**src/hw/rtl/cshs_pkg.sv**
```systemverilog
package cshs_pkg;

  localparam int CAPACITY = 251;
  localparam int KEY_BITS = 64;
  localparam int BKT_W = 16;
  localparam int MOD_BITS = 4;
  localparam int MOD_STEPS = 32 / MOD_BITS;
  localparam int QUEUE_DEPTH = 2;

  localparam logic [2:0] CMD_CONTAINS = 3'd0;
  localparam logic [2:0] CMD_ADD = 3'd1;
  localparam logic [2:0] CMD_REMOVE = 3'd2;
  localparam logic [2:0] CMD_CLEAR = 3'd3;
  localparam logic [2:0] CMD_READ_SLOT = 3'd4;

  localparam logic [31:0] FREED_HASH = 32'hFFFF_FFFF;

  typedef struct packed {
    logic [2:0] command;
    logic [63:0] raw_hash;
    logic [63:0] key;
    logic [7:0] slot_index;
  } req_t;

  typedef struct packed {
    logic hit;
    logic full_res;
    logic [63:0] slot_key;
    logic [7:0] live_count;
    logic [7:0] entry_count;
    logic [31:0] change_count;
  } rsp_t;

  typedef struct packed {
    logic [2:0] command;
    logic [30:0] hash;
    logic [63:0] key;
    logic [7:0] slot_index;
    logic [BKT_W-1:0] bucket;
  } work_t;

endpackage

```
**src/hw/rtl/cshs_front.sv**
```systemverilog
module cshs_front #(
  parameter int CAPACITY = cshs_pkg::CAPACITY
) (
  input  logic            clk,
  input  logic            rst,
  input  logic            push,
  output logic            full,
  input  cshs_pkg::req_t  req,
  output logic            q_push,
  output cshs_pkg::work_t q_data,
  input  logic            q_full
);

  import cshs_pkg::*;

  localparam int IW = $clog2(CAPACITY + 1);

  logic busy;
  logic [3:0] cnt;
  logic [31:0] sh;
  logic [IW-1:0] rem;
  logic [IW-1:0] rem_next;
  logic [IW:0] t;
  work_t item;
  logic [30:0] fold;

  assign full = busy;
  assign fold = 31'(req.raw_hash[31:0] ^ req.raw_hash[63:32]);

  always_comb begin
    rem_next = rem;
    t = '0;
    for (int j = 0; j < MOD_BITS; j++) begin
      t = {rem_next, sh[31 - j]};
      if (t >= (IW+1)'(CAPACITY)) begin
        t = t - (IW+1)'(CAPACITY);
      end
      rem_next = t[IW-1:0];
    end
  end

  assign q_push = busy && (cnt == 4'(MOD_STEPS));
  always_comb begin
    q_data = item;
    q_data.bucket = BKT_W'(rem);
  end

  always_ff @(posedge clk) begin
    if (!busy && push) begin
      item.command <= req.command;
      item.hash <= fold;
      item.key <= req.key;
      item.slot_index <= req.slot_index;
      item.bucket <= '0;
      sh <= {1'b0, fold};
      rem <= '0;
      cnt <= '0;
    end else if (busy && cnt != 4'(MOD_STEPS)) begin
      sh <= sh << MOD_BITS;
      rem <= rem_next;
      cnt <= cnt + 4'd1;
    end
  end

  always_ff @(posedge clk) begin
    if (rst) begin
      busy <= 1'b0;
    end else if (!busy && push) begin
      busy <= 1'b1;
    end else if (q_push && !q_full) begin
      busy <= 1'b0;
    end
  end

endmodule

```
**config.mk**
```make
export PLATFORM = sky130hd
export DESIGN_NAME = cshs_front
export DESIGN_NICKNAME = d
export VERILOG_FILES = /design/src/hw/rtl/cshs_pkg.sv /design/src/hw/rtl/cshs_front.sv
export SDC_FILE = /design/constraint.sdc
export NUM_CORES = 1
export LEC_CHECK = 0
export BUFFER_PORTS_ARGS = -buffer_cell sky130_fd_sc_hd__buf_2
export CELL_PAD_IN_SITES_DETAIL_PLACEMENT = 2
export CELL_PAD_IN_SITES_GLOBAL_PLACEMENT = 2
export CORE_MARGIN = 2
export CORE_UTILIZATION = 29
export CTS_CLUSTER_DIAMETER = 60
export DETAILED_ROUTE_END_ITERATION = 12
export PLACE_DENSITY_LB_ADDON = 0.08
export SETUP_SLACK_MARGIN = 0.2
export SYNTH_ARGS = -nofsm -noshare
export SYNTH_HDL_FRONTEND = slang
export SYNTH_SLANG_ARGS = --single-unit
```
**constraint.sdc**
```tcl
create_clock -name clk -period 5.7 [get_ports clk]
set_clock_uncertainty 0.15 [all_clocks]
set_input_delay 0.57 -clock clk [delete_from_list [all_inputs] [get_ports clk]]
set_output_delay 0.57 -clock clk [all_outputs]
set_load 0.02 [all_outputs]
```
* After elaboration in Yosys (flattened, before gate mapping) *
Index checks and enable logic that the tools add are counted.

operators by class
  equal/unequal tests = 2
  mux-type cells = 8
  $lt $le $gt $ge = 4
  reductions and logical operators = 8
  add/subtract/negate cells = 5
  bitwise gates (word level) = 1

operator list
  cell                 count
  $mux 31              2
  $ge 9x8->1 const B   4
  $mux 8               4
  $sub 8x8->8 const B  4
  $xor 31x31->31       1
  $add 4x1->4 const B  1
  $eq 4x4->1 const B   1
  $logic_and 1x1->1    4
  $ne 4x4->1 const B   1
  $reduce_bool 2->1    2
  $logic_not 1->1      2
  $mux 1               2

storage, ports and cells
  flip-flop bits (word level) = 151
  input bits = 143
  output and inout port bits = 124
  word-level logic and storage cells = 37

* Logic depth before layout (Yosys ltp) *
  depth in word-level cells = 8
  gate-level depth with buffers = 23
  depth with buffers taken out = 21

* Worst setup path before layout *
No wires, ideal clock.

  path type = register to register
  start point = reg rem[0]
  end point = reg rem[5]
  clock period less this slack = 5,224 ps
  arrival = 4,957 ps
  stages on the path, launching flop included = 23
  slack = 476 ps
  data required time = 5,433 ps
  setup time = 117 ps
  path buffers = 2
  path through = dfxtp_1 > ha_1 > buf_2 > o211a_1 > a21oi_1 > o22ai_1 > ha_1 > and4b_1 > buf_2 > nand2_1 > a21oi_2 > xnor2_1 > ha_1 > a211oi_1 > o211a_1 > o211ai_1 > a31oi_4 > xnor2_2 > ha_1 > a211oi_1 > o41a_1 > or4_1 > a32o_1

between the ends
  longest elaborated chain between the ends = 8
  elaborated cells between the ends (all ways) = 12
  those cells by class = add/sub (4); order compare (4); mux (4)

RTL lines
  element                                           line                                RTL
  from (decl)                                       cshs_front.sv:21                    logic [IW-1:0] rem;
  from (signal assigned)                            cshs_front.sv:60                    rem <= rem_next;
  $sub 8x8->8 / $ge 9x8->1 (equally long branches)  cshs_front.sv:36, cshs_front.sv:35
  $mux 8 *                                          cshs_front.sv:35                    if (t >= (IW+1)'(CAPACITY)) begin
  $sub 8x8->8 / $ge 9x8->1 (equally long branches)  cshs_front.sv:36, cshs_front.sv:35
  $mux 8 *                                          cshs_front.sv:35
  $sub 8x8->8 / $ge 9x8->1 (equally long branches)  cshs_front.sv:36, cshs_front.sv:35
  $mux 8 *                                          cshs_front.sv:35
  $sub 8x8->8 / $ge 9x8->1 (equally long branches)  cshs_front.sv:36, cshs_front.sv:35
  $mux 8 *                                          cshs_front.sv:35

Every way passes the cells marked *; elsewhere a longest branch is shown, timed or not.
A chain may end at the register's enable or synchronous reset.

* Worst setup path in the final report *
Ends and elaborated chain as after synthesis.

==> impl_metrics.csv <==
group,metric,value,unit
global_routing,grt_pass1_vias,5696,
place,dpl-instance-area,8273,sq um
floorplanning,rows,55,
global_routing,grt_overflow,0,
min_path,worst_hold_path_type,"primary input to register",
cts,clk_latency,0.42,ns
critical_path,critical_path_required,5.87,ns
cts,h-tree-depth,4,
sta,min_period_over_period,90.55,%
synth,syn_area,6666,sq um
cells_and_area,stdcell_area,8900,sq um
synth,synth.top_cell.area_share,61.71,%
min_path,hold_path_depth,2,
routing,ant_nets,0,
cells_and_area,drive_above_1_share,41.92,%
floorplanning,core_area,22570,sq um
synth,synth-main-ff-cell,"edfxtp_1",
cells_and_area,area_growth,33.50,%
critical_path,worstSetupPathType,"register to register",
cts,cts_hold_buf,0,
run,cap_violations,0,
critical_path,critPathArrivalTime,5.33,ns
synth,synth-edff-count,137,
synth,synth_cell_types,74,
critical_path,cp-end-kind,"register",
global_routing,track_usage,17.14,%
global_routing,antenna_found_initial,1,
sta,rsz0062_at_grt,"false",
sta,slew_headroom,31.63,%
synth,ys_ff_latch,151,
global_routing,grt_pass1_wl,31660,microns
power,p_leak,0.003727,uW
routing,post-route-drc-count,0,
sta,fin_tns_setup,0,ns
synth,avgSynthCellArea,13.12,sq um
critical_path,crit_fanout,10,
sta,hold_viol,0,
place,gp_congestion,0.8081,
routing,drt_iter0_drc,249,
place,dpl.hpwl,15720,microns
critical_path,start_kind,"register",
synth,async_flop_share,0,%
routing,vias,5166,
sta,worst_pin_slew,1.026,ns
cells_and_area,fill_cells,2420,
cts,cts.clk_slew.worst_paths,0.07,ns
cts,cts-root-buf,"clkbuf_16",
sta,whs,0.1470,ns
routing,wirelength,20620,microns
run_status,status,"completed",
floorplanning,start_util,29.53,%
cts,cts_buffers,17,
sta,setup_viol,0,
power,irDropWorstVdd,0.1993,mV
power,powerDensity,421.3,nW/um^2
floorplanning,io_pins,267,
synth,synthCells,508,
synth,yosys_warnings,0,
critical_path,worstRegToRegCells,20,
cts,cts_sinks,151,
place,portBuffers,256,
sta,final_max_slew_viol_count,0,
sta,fmaxAchievable,193.7,MHz
routing,first_pass_iters,4,
global_routing,grt_max_degree,83,
cells_and_area,fin_util,39.43,%
floorplanning,die_x,155.6,microns
cts,cts_tree,"built",
routing,avgViaCountPerCell,4.792,
routing,post_drt_wl_per_cell,19.13,microns
sta,min_period,5.161,ns
cts,clk_path_buf_depth,2,
synth,synth_area_leaders,"edfxtp_1 62%, nand2_1 5.9%, dfxtp_1 4.2%",
floorplanning,dieHeight,155.6,microns
synth,seq_area_frac_synth,65.92,%
synth,synth_top_area_cell,"edfxtp_1",
floorplanning,dieArea,24220,sq um
cells_and_area,nNetsFinal,928,
==> cells by family after synthesis <==
group,share of synthesized area (%)
adder cells (fa/ha/maj),1.126
XOR/XNOR,5.368
other,0.05625
AO/OA/AOI/OAI,10.49
AND/OR/NAND/NOR,12.43
flip-flops,65.92
buffers and inverters,2.928
multiplexers,1.689
==> Yosys cell counts (3+ instances only) <==
cell type and instances:
edfxtp_1 137, nand2_1 105, xor2_1 32, o21ai_0 16, dfxtp_1 14, nor2_1 13
a21oi_1 11, buf_4 11, nand3_1 11, inv_1 10, clkbuf_1 7, xnor2_1 7
and2_1 6, buf_2 6, ha_1 6, mux2i_1 6, nor3_1 6, o211ai_1 6
o31ai_1 6, a31oi_1 5, nor4_1 4, o22ai_1 4, a211oi_1 3, a32o_1 3
nand2b_1 3, nand4_1 3, nand4b_1 3, o41a_1 3
==> critical path: stages, from the launching register on <==
cell and delay, ns:
dfxtp_1 0.32, ha_1 0.31, o211a_1 0.28, a21oi_2 0.20
o22ai_2 0.15, ha_1 0.24, and4b_1 0.29, nand2_1 0.13
a21oi_4 0.22, xnor2_1 0.11, ha_1 0.25, a211oi_1 0.20
o211a_1 0.20, o211ai_1 0.13, a31oi_4 0.24, xnor2_2 0.19
ha_1 0.24, a211oi_1 0.07, o41a_1 0.41, or4_1 0.48
a32o_1 0.25
==> per-stage QoR <==
stage	setup WS, ns	cells	total power (uW)
after floorplan	0.4757	515	2258
after global placement	0.4809	1043	2608
after detailed placement	0.2797	1043	2648
after CTS	0.2472	1075	3778
after global routing	0.1901	1078	3964
final	0.5386	1078	3749
==> sequential cells by signal, summed over array words and instances, names as in the netlist <==
| name | cells |
|---|---|
| rem | 8 |
| q_data | 106 |
| full | 1 |
| sh | 32 |
| cnt | 4 |
==> placed cells by master (no fill, tap or decap), types with 4 or more instances in the layout <==
master,instances
dfxtp_1,12
nand3_1,11
o211ai_1,6
nor3_1,5
clkbuf_16,17
xor2_1,32
nor4_1,4
inv_6,4
nor2_1,13
o21ai_0,16
a31oi_1,5
a21oi_1,10
o31ai_1,6
and2_1,6
conb_1,8
inv_8,4
buf_2,256
inv_1,10
xnor2_1,7
ha_1,6
mux2i_1,6
nand2_1,105
edfxtp_1,137
buf_4,14
==> what timing repair did <==
item / CTS / global route
setup buffers: 0 / 2
hold endpoints to repair: 0 / 0
setup endpoints to repair: 0 / 7
resized for setup: 0 / 6
==> report_power, final <==
group,switching (uW),internal (uW)
clock,520,586
combinational,785,415
sequential,77.3,1370
total,1380,2370
==> path summary, 6_finish.rpt <==
check              start     end  slack (ns)
setup / recovery  rem[0]  rem[5]        0.54
hold / removal       rst    full        0.15
setup reg to reg  rem[0]  rem[5]        0.54
hold reg to reg   cnt[2]  cnt[2]        0.35
==> area by class of cell <==
| class | count | area (sq um) | share of cell area [%] |
|---|---|---|---|
| diodes | 1 | 2.502 | 0.02812 |
| clock buffers | 17 | 425.4 | 4.780 |
| flip-flops and latches | 151 | 4397 | 49.40 |
| clock inverters | 15 | 158.9 | 1.785 |
| multi-input cells | 327 | 2126 | 23.89 |
| repair buffers | 270 | 1386 | 15.58 |
| inverters | 12 | 47.55 | 0.5342 |
| well taps | 285 | 356.6 | 4.007 |
==> routing by layer <==
| layer | routed length, microns | vias up | GRT usage [%] |
|---|---|---|---|
| met5 | 0 | - | 0 |
| met4 | 248 | 0 | 5.199 |
| met3 | 910 | 19 | 4.000 |
| met2 | 11370 | 141 | 32.43 |
| met1 | 8087 | 2586 | 18.99 |
| li1 | - | 2420 | - |
No activity file was read; power rests on OpenSTA's default activity.
