[config.mk]
export PLATFORM = sky130hd
export DESIGN_NAME = cshs_fifo
export DESIGN_NICKNAME = d
export VERILOG_FILES = /design/src/hw/rtl/cshs_fifo.sv
export SDC_FILE = /design/constraint.sdc
export NUM_CORES = 1
export LEC_CHECK = 0
export BUFFER_PORTS_ARGS = -buffer_cell sky130_fd_sc_hd__buf_2
export CAP_MARGIN = 20
export CORE_MARGIN = 2
export CORE_UTILIZATION = 49
export CTS_CLUSTER_SIZE = 28
export DETAILED_ROUTE_END_ITERATION = 7
export PLACE_DENSITY = 0.86
export SLEW_MARGIN = 25
export SYNTH_ARGS = -nofsm -noshare
export SYNTH_HDL_FRONTEND = slang
export SYNTH_SLANG_ARGS = --single-unit
[constraint.sdc]
create_clock -name clk -period 1.7 [get_ports clk]
set_input_delay 0.34 -clock clk [delete_from_list [all_inputs] [get_ports clk]]
set_output_delay 0.34 -clock clk [all_outputs]
set_load 0.02 [all_outputs]
[src/hw/rtl/cshs_fifo.sv]
module cshs_fifo #(
  parameter int W = 8,
  parameter int DEPTH = 2
) (
  input  logic         clk,
  input  logic         rst,
  input  logic         push,
  input  logic [W-1:0] wdata,
  output logic         full,
  input  logic         pop,
  output logic [W-1:0] rdata,
  output logic         empty
);

  localparam int PW = (DEPTH > 1) ? $clog2(DEPTH) : 1;

  logic [W-1:0] mem [DEPTH];
  logic [PW-1:0] wr_ptr;
  logic [PW-1:0] rd_ptr;
  logic [PW:0] count;
  logic do_push;
  logic do_pop;

  assign full = (count == (PW+1)'(DEPTH));
  assign empty = (count == '0);
  assign do_push = push && !full;
  assign do_pop = pop && !empty;
  assign rdata = mem[rd_ptr];

  always_ff @(posedge clk) begin
    if (do_push) begin
      mem[wr_ptr] <= wdata;
    end
  end

  always_ff @(posedge clk) begin
    if (rst) begin
      wr_ptr <= '0;
      rd_ptr <= '0;
      count <= '0;
    end else begin
      if (do_push) begin
        wr_ptr <= (wr_ptr == PW'(DEPTH - 1)) ? '0 : wr_ptr + PW'(1);
      end
      if (do_pop) begin
        rd_ptr <= (rd_ptr == PW'(DEPTH - 1)) ? '0 : rd_ptr + PW'(1);
      end
      count <= count + (PW+1)'(do_push) - (PW+1)'(do_pop);
    end
  end

endmodule

* After elaboration in Yosys (flattened, before gate mapping)
Memories as Yosys holds them, arrays and structs flattened. A register that Yosys moved wholly into a read port is not among the register bits.
Index checks and enable logic that the tools add are counted.
** Storage, ports and cells
- Register bits :: 4
- Memory bits (writable) :: 16
- Bits of input ports :: 12
- Word-level logic and storage cells :: 20
- Memories kept :: 1
** Memory list
- mem :: words 2, width 8, read ports 1, clocked after Yosys merged registers in 1, write ports 1, line 17 : logic [W-1:0] mem [DEPTH];
** Operators by class
- Add/subtract/negate cells :: 4
- Equality and inequality tests :: 1
- Mux-type cells :: 6
- Reduce and logical (&&, ||, !) cells :: 5
** Operators by type and width (number)
- two-way mux 1 bit :: 6
- adder 1 bit, second input constant :: 2
- adder 2 x 1 -> 2 bit :: 1
- == test 2 bit, second input constant :: 1
- logical AND 1 bit :: 2
- logical NOT 1 bit :: 2
- logical NOT 2 bit :: 1
- subtractor 2 x 1 -> 2 bit :: 1

* Longest topological paths before layout
Gate-level depths: netlist of the first run.
- Depth in word-level cells :: 5
- Depth in mapped cells :: 8
- Depth with buffers taken out :: 8

* Worst setup path before layout of the first run
Ideal clock, no wire load.
- Path type :: reg2reg
- From :: register count[1]
- To :: register count[1]
- Arrival :: 1.400 ns
- Required time :: 1.622 ns
- Slack :: 0.222 ns
- Stages on the path, launching flop included :: 8
- Clock period less this slack :: 1.478 ns
- Cells stage by stage :: dfxtp_1 -> o21a_2 -> ha_1 -> inv_1 -> ha_1 -> xor2_1 -> and2_1 -> nor3_1
** On the way
- Elaborated cells between the ends (all ways) :: 8
** RTL lines
- start, declared :: line 20 : logic [PW:0] count;
- start signal, assigned :: line 48 : count <= count + (PW+1)'(do_push) - (PW+1)'(do_pop);
- logical NOT 2 bit :: line 25 : assign empty = (count == '0);
- logical NOT 1 bit :: line 27 : assign do_pop = pop && !empty;
- logical AND 1 bit :: line 27
- net do_pop :: line 22 : logic do_pop;
- subtractor 2 x 1 -> 2 bit :: line 48
The timed path passes the listed nets, and every way through them passes these cells.
A chain may end at the register's enable or synchronous reset.

==> results of run 1 <==
where the power goes:
part | internal [mW] | switching (mW) | leakage [nW]
clock | 0.0913 | 0.136 | 0.0150
sequential | 0.665 | 0.0687 | 0.191
combinational | 0.210 | 0.277 | 0.197
worst max-delay path, cell delays in order, from the launching register on:
cell     delay, ns
dfxtp_2       0.45
mux2_2        0.36
buf_2         0.16
cells in the final DEF, fill, tap and decap left out, drive strengths merged:
cell	instances
nor3	1
dfxtp	5
buf	21
a21oi	1
inv	4
nand2	1
o21a	1
nor2b	1
xor2	1
nor2	4
clkbuf	4
nand2b	1
o21ai	1
edfxtp	16
xnor2	1
or3	1
ha	2
and3	1
and2	1
mux2	8
registers in the layout, indices dropped and copies added (netlist names), named ones only:
name and cells:
count 2, mem 16, wr_ptr 1, rd_ptr 1
per-layer routing:
layer | share of wire | up-vias | track usage
met5 | 0 | - | 0
met4 | 0.011 | 0 | 0.0545
met3 | 0.065 | 2 | 0.0367
met2 | 0.51 | 17 | 0.226
met1 | 0.41 | 224 | 0.151
li1 | - | 233 | -
area by class of cell:
type,count,area (um^2)
clock buffer,4,26.3
fill,138,566
inverter,4,15.0
tap,16,20.0
timing repair buffer,21,105
multi-input combinational,26,210
sequential,21,582
through the flow:
stage,setup WS (ns),hold WS [ns],std cells,utilization
6_report,0.103,0.227,92,0.629
4_1_cts,0.0822,0.226,92,0.629
3_5_place_dp,0.137,0.504,88,0.611
5_1_grt,0.0318,0.208,92,0.629
3_3_place_gp,0.195,0.466,88,0.611
2_1_floorplan,0.222,0.409,52,-
how the worst max path moves through the flow:
stage                        start                  end  cells after the start
4_1_cts                   register             rdata[1]                      2
3_3_place_gp                   pop  count[1]$_SDFF_PP0_                      8
6_report                  register             rdata[1]                      2
5_1_grt                   register             rdata[4]                      2
3_5_place_dp   count[1]$_SDFF_PP0_  count[1]$_SDFF_PP0_                      7
2_1_floorplan  count[1]$_SDFF_PP0_  count[1]$_SDFF_PP0_                      7
what timing repair did:
action                                  4_1_cts  5_1_grt
endpoints found under the setup margin        8        0
hold buffers                                  0        0
endpoints found under the hold margin         0        0
gates resized for setup                       1        0
cells by family after synthesis:
family	Yosys count	synth area share
compound gates	3	0.0231
xor+xnor	2	0.0216
fa+ha+maj	2	0.0309
buf+inv	5	0.0247
flops	21	0.716
mux	8	0.111
simple gates	11	0.0725
==> summary.txt, run 1 <==
Run status
  – Status: complete, no violations

Cells and area
  – Ant. Diodes: 0
  – Share of cells above drive strength 1: 0.421
  – Layout net count: 91
  – Design area: 958 um^2
  – Area Growth Syn to Fin: 18.2%

Placed design
  – GP Congestion: 0.651
  – Dpl cell area: 931 um^2
  – Post-detail-place hpwl: 883 um
  – Port Buf Inserts: 21

Worst setup path
  – Setup slack, reg-to-reg: 0.13 ns
  – Reg2reg start: count[1]$_SDFF_PP0_
  – Worst Reg2Reg Path Length in Cells: 7
  – Startpoint types: register
  – Worst-path fanout max: 8
  – R2R Path End: count[1]$_SDFF_PP0_
  – WP data arrival: 1.26 ns
  – Setup Crit Path Kind: register to output pin
  – Crit end category: output pin
  – CP required: 1.36 ns

STA
  – Tcrit/Tclk final: 0.939
  – Worst rel slew slack: 0.789
  – Worst Tran Pin Value: 0.316 ns
  – Worst Skew: 0.00213 ns
  – Final-report hold violation count: 0
  – Min cycle time layout: 1.60 ns
  – Setup TNS: 0 ns
  – Slew Viols, Final: 0
  – RSZ-0062 raised after global routing: false
  – Final Setup Violations: 0
  – Peak Freq: 0.626 GHz

CTS
  – CTS Buf Count: 3
  – CTS sink cnt: 21
  – # H-tree levels: 1
  – Post-CTS Setup Inserts: 0
  – CTS Buffer Depth: 2
  – CTS tree: yes
  – Clock slew at reported path FFs: 0.10 ns
  – Root buffer cell: clkbuf_4
  – Skew-Pair Late Insertion Delay: 0.29 ns

Min path
  – WHS Endpoint: mem[0][3]$_DFFE_PP_
  – HP Class: input port to register
  – HP Start: wdata[3]
  – Hold path depth: 1

Floorplanning
  – Row Count: 14
  – Core area: 0.00152 mm^2
  – Initial Util: 0.532
  – IO Count: 22
  – DIE AREA: 0.00200 mm^2
  – Die Span X: 44.7 um
  – Die height: 44.7 um

Logic synthesis
  – EDFF count, synth: 16
  – Net Count, Synth: 66
  – Post-Syn Area per Cell: 15.6 um^2
  – Post-synth top cells: 16 x edfxtp_1, 5 x dfxtp_1, 5 x mux2_1
  – Synthesized area: 811 um^2
  – Yosys reg bits: 21
  – Main synth FF type: edfxtp_1
  – Yosys warning count: 0
  – Post-synth top area share: 0.593
  – Post-synth top area cell: edfxtp_1
  – Synth async-reset ratio: 0
  – Most frequently used cell type in the post-synthesis netlist: edfxtp_1
  – Synth unique cells: 21
  – Cells after synthesis: 52
  – Synth top area cells: edfxtp_1 59%, dfxtp_1 12%, mux2_1 6.9%, mux2_2 4.2%, ha_1 3.1%
  – Seq/Total Area, Yosys: 0.716

Routing
  – DR WL/cell: 12.4 um
  – Pre-antenna DRT Iters: 6
  – Vias: 476
  – Via-to-Cell Ratio: 5.17
  – Routed wire length: 1140 um
  – Initial DRC count: 4
  – Drt drc: 0
  – ANT nets after route: 0

GRT
  – Vias in the first global route: 464
  – Global Route Usage Sum: 0.131
  – Antenna violations before repair: 0
  – GR Overflow Total: 0
  – Largest net degree at the start of global routing: 12
  – First-pass GRT wire length: 1840 um

Job
  – MaxCap Viol Count: 0

Power and ir drop
  – Total leakage power: 0.403 nW
  – Power after layout: 1.45 mW
  – VDD IR max: 0.919 mV
  – Pwr Density: 1510 mW/mm^2
(Power assumes the default switching activity.)
==> run 2: changes to the inputs <==
Settings changed: PLACE_DENSITY 0.86 to 0.75.
==> run 2 against run 1 <==
Clock skew about the same. First-iteration DRC count up 100%. Largest cell class unchanged. Maximum frequency about the same. Combinational power about the same. Sequential power about the same. Critical path depth unchanged. Global-route usage down 0.075 points. Die area unchanged. Non-clock buffer count unchanged.
==> summary.txt, run 2 (synthesis gave the netlist of run 1 again) <==
Placed design
  – DP Worst Slack: 0.160 ns
  – Port Buf Inserts: 21
  – Post-placement cell count: 88
  – Post-detail-place hpwl: 865 um
  – GP Congestion: 0.754

Run status
  – Status: complete, no violations

STA
  – Worst rel slew slack: 0.773
  – Final-report hold violation count: 0
  – Hold Slack: 0.233 ns
  – Setup TNS: 0 ns
  – Worst Tran Pin Value: 0.340 ns
  – Peak Freq: 0.627 GHz
  – Worst Skew: 0.00194 ns
  – Final Setup Violations: 0
  – Slew Viols, Final: 0
  – RSZ-0062 raised after global routing: false
  – Tcrit/Tclk final: 0.939
  – Min cycle time layout: 1.60 ns
  – Final worst slack: 0.104 ns

Floorplanning
  – Initial Util: 0.532
  – Core area: 0.00152 mm^2
  – Row Count: 14
  – IO Count: 22
  – DIE AREA: 0.00200 mm^2
  – Die height: 44.7 um
  – Die Span X: 44.7 um

Worst setup path
  – Crit end category: output pin
  – CP peak stage delay: 0.45 ns
  – Startpoint types: register
  – Ordered cell list for the critical path: mux2_2 > buf_2
  – Setup Crit Path Kind: register to output pin
  – Reg2reg start: count[1]$_SDFF_PP0_
  – WP data arrival: 1.26 ns
  – CP max-delay cell: dfxtp_2
  – CP required: 1.36 ns
  – Worst-path fanout max: 8

Min path
  – HP Start: wdata[2]
  – HP Class: input port to register

Cells and area
  – Most common cell after layout, fill and taps aside: buf_2
  – Largest regs: mem: 16 flops, count: 2 flops
  – Ant. Diodes: 0
  – Area Growth Syn to Fin: 18.4%
  – Max reg flops: 16
  – Share of cells above drive strength 1: 0.434
  – Layout net count: 91
  – Commonest non-fill, non-tap cells in the layout: 21 x buf_2, 16 x edfxtp_1, 5 x mux2_1
  – Biggest register: mem
  – Final Non-Filler Cells: 92

CTS
  – CTS sink cnt: 21
  – Clock slew at reported path FFs: 0.11 ns
  – CTS Buffer Depth: 2
  – Root buffer cell: clkbuf_4
  – CTS tree: yes
  – CTS Buf Count: 3
  – Skew-Pair Late Insertion Delay: 0.29 ns
  – Post-CTS Setup Inserts: 0
  – # H-tree levels: 1

Power and ir drop
  – Pwr Density: 1500 mW/mm^2
  – Power after layout: 1.44 mW
  – VDD IR max: 0.880 mV
  – Total leakage power: 0.403 nW

GRT
  – First-pass GRT wire length: 1730 um
  – GR Overflow Total: 0
  – Global Route Usage Sum: 0.130
  – Vias in the first global route: 427
  – Antenna violations before repair: 0
  – Largest net degree at the start of global routing: 12

Routing
  – Pre-antenna DRT Iters: 3
  – Via-to-Cell Ratio: 5.00
  – Initial DRC count: 8
  – Drt drc: 0
  – ANT nets after route: 0
  – Vias: 460
  – DR WL/cell: 12.8 um
  – Routed wire length: 1170 um

Job
  – MaxCap Viol Count: 0
run 2: cell counts in the layout (fill, tap and decap cells not counted):
No cell type changed its count.
run 2: through the flow:
stage | cell area [um^2] | util
global route | 960 | 0.630
detailed placement | 931 | 0.611
floorplan | 811 | -
finish | 960 | 0.630
global placement | 931 | 0.611
CTS | 958 | 0.629
run 2: worst max-delay path: cells and delay by family (launching register included):
kind	cells	cell delay [ns]
muxes	1	0.36
DFF	1	0.45
buffers and inverters	1	0.16
run 2: area by class of cell:
cell class	count	area (um^2)
Tap cell	16	20.0
Sequential cell	21	583
Fill cell	121	564
Inverter	4	15.0
Clock buffer	4	26.3
Multi-Input combinational cell	26	210
Timing Repair Buffer	21	105
run 2: path summary, 6_finish.rpt:
path,endpoint,slack [ns],cells past startpoint
worst min register to register,wr_ptr$_SDFFE_PP0N_,0.49,2
worst max-delay path,rdata[5],0.10,2
worst min-delay path,mem[1][2]$_DFFE_PP_,0.23,1
worst max register to register,count[1]$_SDFF_PP0_,0.14,7
run 2: report_power, final:
| group | switching (mW) | leakage [nW] | internal [mW] |
|---|---|---|---|
| sequential | 0.0681 | 0.191 | 0.668 |
| clock | 0.133 | 0.0150 | 0.0911 |
| combinational | 0.276 | 0.197 | 0.208 |
| total | 0.477 | 0.403 | 0.967 |
run 2: repair_timing:
item	4_1_cts	5_1_grt
endpoints found under the setup margin	8	1
hold buffers	0	0
pin swaps	0	0
gates resized for setup	1	1
run 2: routing by layer:
layer | global-route usage | wire length (um) | part of all wire | vias up
li1 | - | - | - | 236
met1 | 0.144 | 529 | 0.45 | 211
met2 | 0.220 | 567 | 0.48 | 11
met3 | 0.0286 | 66 | 0.056 | 2
met4 | 0.0909 | 9 | 0.0077 | 0
met5 | 0 | 0 | 0 | -
